## config.mk

```make
export PLATFORM = sky130hd
export DESIGN_NAME = lcd_rect_fill_bus_sequencer_flat
export DESIGN_NICKNAME = d
export VERILOG_FILES = /design/src/design/lrf_pkg.sv /design/src/design/lrf_req_if.sv /design/src/design/lrf_res_if.sv /design/src/design/lcd_rect_fill_bus_sequencer.sv /design/src/flat_wrapper.sv
export SDC_FILE = /design/constraint.sdc
export NUM_CORES = 1
export LEC_CHECK = 0
export BUFFER_PORTS_ARGS = -buffer_cell sky130_fd_sc_hd__buf_2
export CAP_MARGIN = 20
export CORE_UTILIZATION = 35
export CTS_CLUSTER_DIAMETER = 80
export DETAILED_ROUTE_END_ITERATION = 8
export GPL_TIMING_DRIVEN = 0
export PLACE_DENSITY = 0.57
export SLEW_MARGIN = 20
export SYNTH_ARGS = -nofsm -noshare
export SYNTH_HDL_FRONTEND = slang
export SYNTH_SLANG_ARGS = --single-unit
```

## constraint.sdc

```tcl
create_clock -name i_clk -period 9.5 [get_ports i_clk]
set_input_delay 1.9 -clock i_clk [delete_from_list [all_inputs] [get_ports i_clk]]
set_output_delay 1.9 -clock i_clk [all_outputs]
set_load 0.03 [all_outputs]
```

## src/design/lrf_pkg.sv

```systemverilog
// types and constants shared by the rectangle fill sequencer
`timescale 1ns / 1ps
`default_nettype none

package lrf_pkg;

    // panel command bytes
    localparam logic [7:0] CMD_COLUMN   = 8'h2A;
    localparam logic [7:0] CMD_ROW      = 8'h2B;
    localparam logic [7:0] CMD_MEMWRITE = 8'h2C;

    // request kinds
    localparam logic REQ_RECT = 1'b0;
    localparam logic REQ_TICK = 1'b1;

    // result status codes
    localparam logic [1:0] ST_TICK     = 2'd0;
    localparam logic [1:0] ST_ACCEPTED = 2'd1;
    localparam logic [1:0] ST_EMPTY    = 2'd2;
    localparam logic [1:0] ST_BUSY     = 2'd3;

    localparam logic [1:0] ROTATION_RESET = 2'd1;

    // byte sequence position
    typedef enum logic [3:0] {
        PH_COL_CMD,
        PH_XS_HI,
        PH_XS_LO,
        PH_XE_HI,
        PH_XE_LO,
        PH_ROW_CMD,
        PH_YS_HI,
        PH_YS_LO,
        PH_YE_HI,
        PH_YE_LO,
        PH_MEM_CMD,
        PH_PIXELS
    } t_phase;

    typedef struct packed {
        logic       byte_valid;
        logic [7:0] bus_byte;
        logic       is_data;
        logic       frame_end;
        logic       rect_done;
        logic [1:0] req_status;
    } t_res;

endpackage

`default_nettype wire

```

## src/design/lrf_req_if.sv

```systemverilog
// request channel: rectangle requests and bus slot ticks
`timescale 1ns / 1ps
`default_nettype none

interface lrf_req_if;
    logic               valid;
    logic               ready;
    logic               req_type;
    logic signed [15:0] rect_x;
    logic signed [15:0] rect_y;
    logic signed [15:0] rect_w;
    logic signed [15:0] rect_h;
    logic        [15:0] fill_color;

    modport source (
        output valid, req_type, rect_x, rect_y, rect_w, rect_h, fill_color,
        input  ready
    );
    modport sink (
        input  valid, req_type, rect_x, rect_y, rect_w, rect_h, fill_color,
        output ready
    );
endinterface

`default_nettype wire

```

## src/design/lrf_res_if.sv

```systemverilog
// result channel: one bus byte slot per request transfer
`timescale 1ns / 1ps
`default_nettype none

interface lrf_res_if;
    logic       valid;
    logic       ready;
    logic       byte_valid;
    logic [7:0] bus_byte;
    logic       is_data;
    logic       frame_end;
    logic       rect_done;
    logic [1:0] req_status;

    modport source (
        output valid, byte_valid, bus_byte, is_data, frame_end, rect_done, req_status,
        input  ready
    );
    modport sink (
        input  valid, byte_valid, bus_byte, is_data, frame_end, rect_done, req_status,
        output ready
    );
endinterface

`default_nettype wire

```

## src/design/lcd_rect_fill_bus_sequencer.sv

```systemverilog
// rectangle fill sequencer for an 8080-style 8-bit lcd bus
//
//  channel   dir  kind         contents
//  i_req     in   valid/ready  req_type, rect_x/y/w/h, fill_color
//  o_res     out  valid/ready  byte_valid, bus_byte, is_data, frame_end,
//                              rect_done, req_status
//  i_cfg_*   in   write only   rotation (2 bits, reset 1)
//
// one request transfer per cycle; its result sits in the output register
// the next cycle. clipping and byte selection are combinational logic.
// i_req.ready is low only while a result waits and o_res.ready is low.
// reset is synchronous: idle, rotation 1, output register empty.
`timescale 1ns / 1ps
`default_nettype none

module lcd_rect_fill_bus_sequencer
    import lrf_pkg::*;
#(
    parameter int PANEL_SHORT = 240,
    parameter int PANEL_LONG  = 320
) (
    input  wire         i_clk,
    input  wire         i_rst_n,
    input  wire         i_cfg_wr_en,
    input  wire  [1:0]  i_cfg_wr_data,
    lrf_req_if.sink     i_req,
    lrf_res_if.source   o_res
);

    localparam int PMAX = (PANEL_SHORT > PANEL_LONG) ? PANEL_SHORT : PANEL_LONG;
    localparam int CW   = (PMAX > 1) ? $clog2(PMAX) : 1;

    logic [1:0]    r_rotation;
    logic          r_busy;
    t_phase        r_phase;
    logic [CW-1:0] r_col_start, r_col_end, r_row_start, r_row_end;
    logic [CW-1:0] r_col_span, r_col_left, r_row_left;
    logic [15:0]   r_color;
    logic          r_low_half;
    logic          r_out_valid;
    t_res          r_res;

    logic          n_busy;
    t_phase        n_phase;
    logic [CW-1:0] n_col_start, n_col_end, n_row_start, n_row_end;
    logic [CW-1:0] n_col_span, n_col_left, n_row_left;
    logic [15:0]   n_color;
    logic          n_low_half;
    t_res          n_res;

    logic accept;

    logic signed [17:0] cx, cy, cw, ch, pw, ph, x_end, y_end, w_m1, h_m1;
    logic               nonempty;
    logic        [15:0] coord;
    logic               last_pixel;

    assign i_req.ready = !r_out_valid || o_res.ready;
    assign accept      = i_req.valid && i_req.ready;

    // clip the request to the panel
    always_comb begin
        pw = r_rotation[0] ? 18'(PANEL_LONG) : 18'(PANEL_SHORT);
        ph = r_rotation[0] ? 18'(PANEL_SHORT) : 18'(PANEL_LONG);
        cx = 18'(i_req.rect_x);
        cy = 18'(i_req.rect_y);
        cw = 18'(i_req.rect_w);
        ch = 18'(i_req.rect_h);
        if (cw > 0 && ch > 0) begin
            if (cx < 0) begin
                cw = cw + cx;
                cx = '0;
            end
            if (cy < 0) begin
                ch = ch + cy;
                cy = '0;
            end
            if (cx + cw > pw) begin
                cw = pw - cx;
            end
            if (cy + ch > ph) begin
                ch = ph - cy;
            end
        end
        nonempty = (cw > 0) && (ch > 0);
        w_m1     = cw - 18'sd1;
        h_m1     = ch - 18'sd1;
        x_end    = cx + w_m1;
        y_end    = cy + h_m1;
    end

    // coordinate word for the current phase
    always_comb begin
        case (r_phase) inside
            PH_XS_HI, PH_XS_LO: coord = 16'(r_col_start);
            PH_XE_HI, PH_XE_LO: coord = 16'(r_col_end);
            PH_YS_HI, PH_YS_LO: coord = 16'(r_row_start);
            default:            coord = 16'(r_row_end);
        endcase
    end

    assign last_pixel = (r_col_left == '0) && (r_row_left == '0);

    always_comb begin
        n_busy      = r_busy;
        n_phase     = r_phase;
        n_col_start = r_col_start;
        n_col_end   = r_col_end;
        n_row_start = r_row_start;
        n_row_end   = r_row_end;
        n_col_span  = r_col_span;
        n_col_left  = r_col_left;
        n_row_left  = r_row_left;
        n_color     = r_color;
        n_low_half  = r_low_half;
        n_res       = '0;

        if (i_req.req_type == REQ_RECT) begin
            if (r_busy) begin
                n_res.req_status = ST_BUSY;
            end else if (!nonempty) begin
                n_res.req_status = ST_EMPTY;
            end else begin
                n_res.req_status = ST_ACCEPTED;
                n_col_start      = cx[CW-1:0];
                n_col_end        = x_end[CW-1:0];
                n_row_start      = cy[CW-1:0];
                n_row_end        = y_end[CW-1:0];
                n_col_span       = w_m1[CW-1:0];
                n_col_left       = w_m1[CW-1:0];
                n_row_left       = h_m1[CW-1:0];
                n_color          = i_req.fill_color;
                n_low_half       = 1'b0;
                n_phase          = PH_COL_CMD;
                n_busy           = 1'b1;
            end
        end else if (r_busy) begin
            n_res.byte_valid = 1'b1;
            n_res.req_status = ST_TICK;
            if (r_phase != PH_PIXELS) begin
                n_phase = t_phase'(r_phase + 4'd1);
            end
            unique case (r_phase) inside
                PH_COL_CMD: begin
                    n_res.bus_byte  = CMD_COLUMN;
                    n_res.frame_end = 1'b1;
                end
                PH_ROW_CMD: begin
                    n_res.bus_byte  = CMD_ROW;
                    n_res.frame_end = 1'b1;
                end
                PH_MEM_CMD: begin
                    n_res.bus_byte  = CMD_MEMWRITE;
                    n_res.frame_end = 1'b1;
                end
                PH_XS_HI, PH_XE_HI, PH_YS_HI, PH_YE_HI: begin
                    n_res.bus_byte = coord[15:8];
                    n_res.is_data  = 1'b1;
                end
                PH_XS_LO, PH_XE_LO, PH_YS_LO, PH_YE_LO: begin
                    n_res.bus_byte  = coord[7:0];
                    n_res.is_data   = 1'b1;
                    n_res.frame_end = 1'b1;
                end
                default: begin
                    n_res.is_data = 1'b1;
                    if (!r_low_half) begin
                        n_res.bus_byte = r_color[15:8];
                        n_low_half     = 1'b1;
                    end else begin
                        n_res.bus_byte  = r_color[7:0];
                        n_res.frame_end = last_pixel;
                        n_res.rect_done = last_pixel;
                        n_low_half      = 1'b0;
                        if (last_pixel) begin
                            n_busy  = 1'b0;
                            n_phase = PH_COL_CMD;
                        end else if (r_col_left == '0) begin
                            // wrap to the next row
                            n_col_left = r_col_span;
                            n_row_left = r_row_left - 1'b1;
                        end else begin
                            n_col_left = r_col_left - 1'b1;
                        end
                    end
                end
            endcase
        end
    end

    always_ff @(posedge i_clk) begin
        if (!i_rst_n) begin
            r_rotation <= ROTATION_RESET;
        end else if (i_cfg_wr_en) begin
            r_rotation <= i_cfg_wr_data;
        end
    end

    always_ff @(posedge i_clk) begin
        if (!i_rst_n) begin
            r_busy      <= 1'b0;
            r_phase     <= PH_COL_CMD;
            r_low_half  <= 1'b0;
            r_out_valid <= 1'b0;
        end else begin
            if (accept) begin
                r_busy      <= n_busy;
                r_phase     <= n_phase;
                r_low_half  <= n_low_half;
                r_out_valid <= 1'b1;
            end else if (o_res.ready) begin
                r_out_valid <= 1'b0;
            end
        end
    end

    always_ff @(posedge i_clk) begin
        if (accept) begin
            r_col_start <= n_col_start;
            r_col_end   <= n_col_end;
            r_row_start <= n_row_start;
            r_row_end   <= n_row_end;
            r_col_span  <= n_col_span;
            r_col_left  <= n_col_left;
            r_row_left  <= n_row_left;
            r_color     <= n_color;
            r_res       <= n_res;
        end
    end

    assign o_res.valid      = r_out_valid;
    assign o_res.byte_valid = r_res.byte_valid;
    assign o_res.bus_byte   = r_res.bus_byte;
    assign o_res.is_data    = r_res.is_data;
    assign o_res.frame_end  = r_res.frame_end;
    assign o_res.rect_done  = r_res.rect_done;
    assign o_res.req_status = r_res.req_status;

endmodule

`default_nettype wire

```

## src/flat_wrapper.sv

```systemverilog
// flat-port wrapper written by rule: the top's interface ports become plain ports
module lcd_rect_fill_bus_sequencer_flat import lrf_pkg::*;
#(
    parameter int PANEL_SHORT = 240,
    parameter int PANEL_LONG  = 320
)
  (i_clk, i_rst_n, i_cfg_wr_en, i_cfg_wr_data, i_req_valid, i_req_req_type, i_req_rect_x, i_req_rect_y, i_req_rect_w, i_req_rect_h, i_req_fill_color, i_req_ready, o_res_valid, o_res_byte_valid, o_res_bus_byte, o_res_is_data, o_res_frame_end, o_res_rect_done, o_res_req_status, o_res_ready);
  lrf_req_if i_req_i ();
  lrf_res_if o_res_i ();
  input  wire i_clk;
  input  wire i_rst_n;
  input  wire i_cfg_wr_en;
  input  wire  [1:0] i_cfg_wr_data;
  input wire logic [$bits(i_req_i.valid)-1:0] i_req_valid;
  input wire logic [$bits(i_req_i.req_type)-1:0] i_req_req_type;
  input wire logic [$bits(i_req_i.rect_x)-1:0] i_req_rect_x;
  input wire logic [$bits(i_req_i.rect_y)-1:0] i_req_rect_y;
  input wire logic [$bits(i_req_i.rect_w)-1:0] i_req_rect_w;
  input wire logic [$bits(i_req_i.rect_h)-1:0] i_req_rect_h;
  input wire logic [$bits(i_req_i.fill_color)-1:0] i_req_fill_color;
  output wire logic [$bits(i_req_i.ready)-1:0] i_req_ready;
  output wire logic [$bits(o_res_i.valid)-1:0] o_res_valid;
  output wire logic [$bits(o_res_i.byte_valid)-1:0] o_res_byte_valid;
  output wire logic [$bits(o_res_i.bus_byte)-1:0] o_res_bus_byte;
  output wire logic [$bits(o_res_i.is_data)-1:0] o_res_is_data;
  output wire logic [$bits(o_res_i.frame_end)-1:0] o_res_frame_end;
  output wire logic [$bits(o_res_i.rect_done)-1:0] o_res_rect_done;
  output wire logic [$bits(o_res_i.req_status)-1:0] o_res_req_status;
  input wire logic [$bits(o_res_i.ready)-1:0] o_res_ready;
  assign i_req_i.valid = i_req_valid;
  assign i_req_i.req_type = i_req_req_type;
  assign i_req_i.rect_x = i_req_rect_x;
  assign i_req_i.rect_y = i_req_rect_y;
  assign i_req_i.rect_w = i_req_rect_w;
  assign i_req_i.rect_h = i_req_rect_h;
  assign i_req_i.fill_color = i_req_fill_color;
  assign i_req_ready = i_req_i.ready;
  assign o_res_valid = o_res_i.valid;
  assign o_res_byte_valid = o_res_i.byte_valid;
  assign o_res_bus_byte = o_res_i.bus_byte;
  assign o_res_is_data = o_res_i.is_data;
  assign o_res_frame_end = o_res_i.frame_end;
  assign o_res_rect_done = o_res_i.rect_done;
  assign o_res_req_status = o_res_i.req_status;
  assign o_res_i.ready = o_res_ready;
  lcd_rect_fill_bus_sequencer #(.PANEL_SHORT(PANEL_SHORT), .PANEL_LONG(PANEL_LONG)) u_core (.i_clk(i_clk), .i_rst_n(i_rst_n), .i_cfg_wr_en(i_cfg_wr_en), .i_cfg_wr_data(i_cfg_wr_data), .i_req(i_req_i), .o_res(o_res_i));
endmodule
```

==> impl_metrics.py <==
metrics = {
    "die": {
        "placementRows": 64,
        "chipHeight_um": 179,
        "start_util": 0.358,
        "core_um2": 30700,
        "dieArea_um2": 32000,
        "io_pins": 104,
        "die-width_um": 179,
    },
    "synthesis": {
        "synthCells": 1285,
        "yosysWarnings": 0,
        "yosysSeqAreaShare": 0.269,
        "synth_ff_type": "edfxtp_1",
        "yosys.cell_types.count": 98,
        "synthArstFlopShare": 0,
        "syn_area_um2": 11000,
        "synth-edff-count": 93,
        "avgSynthCellArea_um2": 8.53,
        "ys_seq_elements": 101,
        "synthesis.nets": 1483,
    },
    "clock_tree": {
        "cts_hold_buf": 0,
        "cts_max_level": 3,
        "cts_root_buffer": "clkbuf_16",
        "cts.sink_count": 101,
        "cts_max_path_buffers": 2,
        "cts.reportedPaths.clkPinSlew_ps": 70,
        "cts_buffers": 9,
        "cts_tree": "done",
        "worstSkewPairLatency_ps": 350,
    },
    "cells_and_area": {
        "nets": 1600,
        "regArea_um2": 2950,
        "diodes": 0,
        "finalNonFillerCells": 1803,
        "syn2layout_area_growth_pct": 13.6,
        "drive_above_1_share": 0.151,
        "mostFrequentLayoutCells": "nor2_1 (108), buf_2 (106), ha_1 (103)",
        "multi_input_area_um2": 7650,
        "final_common_cell": "nor2_1",
        "fill_cells": 3138,
    },
    "sta": {
        "fmax_ghz": 0.110,
        "hold_slack_ps": 516,
        "fin_crit_sh": 0.957,
        "tightestPinTransition_ps": 908,
        "finalSetupViolCount": 0,
        "clock_skew_ps": 12.0,
        "setup_tns_ps": 0,
        "max_slew_margin": 0.392,
        "min_period_ps": 9090,
        "maxSlewViolCount": 0,
        "hold_viol_final": 0,
        "worst_slack_ps": 409,
    },
    "worst_setup_path": {
        "end_kind": "flip-flop",
        "start_kind": "input port",
        "worstPathArrival_ps": 9290,
        "cpMostUsedCell": "ha_1",
        "worst-path-max-fanout": 13,
        "critPathRequiredTime_ps": 9700,
        "critical-path-slowest-cell": "fa_1",
        "crit_type": "in2reg",
        "slowest_delay_ps": 490,
    },
    "detailed_routing": {
        "routed_wl_mm": 32.3,
        "first_pass_iters": 5,
        "antenna_left": 0,
        "drcViolationCount": 0,
        "vias_per_cell": 5.55,
        "vias": 10000,
        "first_iter_violations": 643,
        "wl_per_cell_um": 17.9,
    },
    "global_routing": {
        "grt_pass1_wl_mm": 50.4,
        "antenna_found_initial": 0,
        "grt_max_degree": 53,
        "grt-ovfl-total": 0,
        "grt_pass1_vias": 9481,
        "track_usage": 0.201,
    },
    "job": {
        "max_cap_violations": 0,
    },
    "pwr": {
        "switching_power_mw": 0.605,
        "ir_drop_uv": 81.5,
        "switching_share": 0.372,
        "power_density_nw_per_um2": 130,
        "combPwrFrac": 0.452,
        "power_frac_clock": 0.228,
        "p_int_mw": 1.02,
        "pwr-share-seq": 0.320,
        "p_leak_nw": 5.12,
    },
    "place": {
        "hpwl_mm": 25.9,
        "place_congestion": 0.921,
        "pre_cts_ws_ps": -1480,
        "portBuffers": 102,
        "dp_cells": 1784,
    },
    "run_status": {
        "status": "finished clean",
    },
    "min_path": {
        "hp-class": "reg2reg",
    },
}
==> logic make-up (layout without fill, tap and decap cells) <==
kind of cell,count (synthesis),after routing,synth area share
buf+inv,124,246,0.0442
flops,101,101,0.269
simple gates,420,420,0.193
fa+ha+maj,111,111,0.131
mux,48,48,0.0461
compound gates,390,390,0.244
xor+xnor,91,91,0.0734
==> final cells by class <==
class	instances	share of cell area
well taps	396	0.0398
plain buffers	38	0.0139
flip-flops and latches	101	0.237
inverters	83	0.0250
clock inverters	7	0.00602
clock buffers	9	0.0181
repair buffers	109	0.0468
multi-input cells	1060	0.614
==> state kept, by name, summed over array words and instances, names as in the netlist, 2 cells and up <==
name / count
u_core.r_color: 16
u_core.r_col_end: 9
u_core.r_col_left: 9
u_core.r_col_span: 9
u_core.r_col_start: 9
u_core.r_row_end: 9
u_core.r_row_left: 9
u_core.r_row_start: 9
u_core.o_res.bus_byte: 8
u_core.r_phase: 4
u_core.o_res.req_status: 2
==> worst paths after layout <==
check / start / endpoint / slack (ps) / cells past startpoint
setup / recovery: i_req_rect_x[0] / u_core.r_col_end[7]$_DFFE_PP_ / 410 / 34
setup reg to reg: u_core.r_rotation[0]$_SDFFE_PN1P_ / u_core.r_col_end[7]$_DFFE_PP_ / 3280 / 24
hold / removal: u_core.o_res.valid$_SDFFE_PN0P_ / u_core.o_res.valid$_SDFFE_PN0P_ / 520 / 2
hold reg to reg: u_core.o_res.valid$_SDFFE_PN0P_ / u_core.o_res.valid$_SDFFE_PN0P_ / 520 / 2
==> critical path, delay by kind of cell <==
family	cells	cell delay (ps)
and+or+nand+nor	8	1420
AOI/OAI and AO/OA	16	3030
xor gates and xnor gates	1	180
buffers and inverters	2	240
adders and majority gates	7	2490
==> synthesized netlist by cell type, types with 25 or more instances <==
cell type	number	share of area
nand3_1	25	0.011
o21ai_0	77	0.035
mux2i_1	31	0.028
nand2_1	96	0.033
nor2_1	108	0.037
xor2_1	31	0.025
nor3_1	37	0.017
a21o_1	28	0.019
ha_1	104	0.12
clkbuf_1	32	0.011
a21oi_1	105	0.048
nor2b_1	26	0.015
xnor2_1	59	0.047
inv_1	82	0.028
edfxtp_1	93	0.25
==> routing by layer <==
metal | vias to the layer above | wire, µm | track usage
met2 | 270 | 15100 | 0.337
met5 | - | 0 | 0
met4 | 0 | 728 | 0.0653
li1 | 5018 | - | -
met1 | 4671 | 15200 | 0.275
met3 | 51 | 1350 | 0.0125
==> timing repair <==
action                                  in CTS  in global routing
pin swaps                                    0                  5
endpoints found under the setup margin      78                 78
gates resized for setup                     11                 28
setup buffers                                0                  6
==> power groups by stage <==
stage	Sequential [mW]	Clock, mW	Combinational (mW)
after floorplan	0.535	0	0.522
after global placement	0.531	0	0.697
after detailed placement	0.530	0	0.707
after CTS	0.520	0.377	0.713
after global routing	0.522	0.392	0.814
final	0.520	0.371	0.734
==> through the flow <==
step           area, µm²   util  power [mW]
6_report           12500  0.406        1.63
5_1_grt            12500  0.406        1.73
4_1_cts            12300  0.402        1.61
3_5_place_dp       12000  0.392        1.24
3_3_place_gp       12000  0.390        1.23
2_1_floorplan      11000      -        1.06
Power figures use the tool's default switching activity.
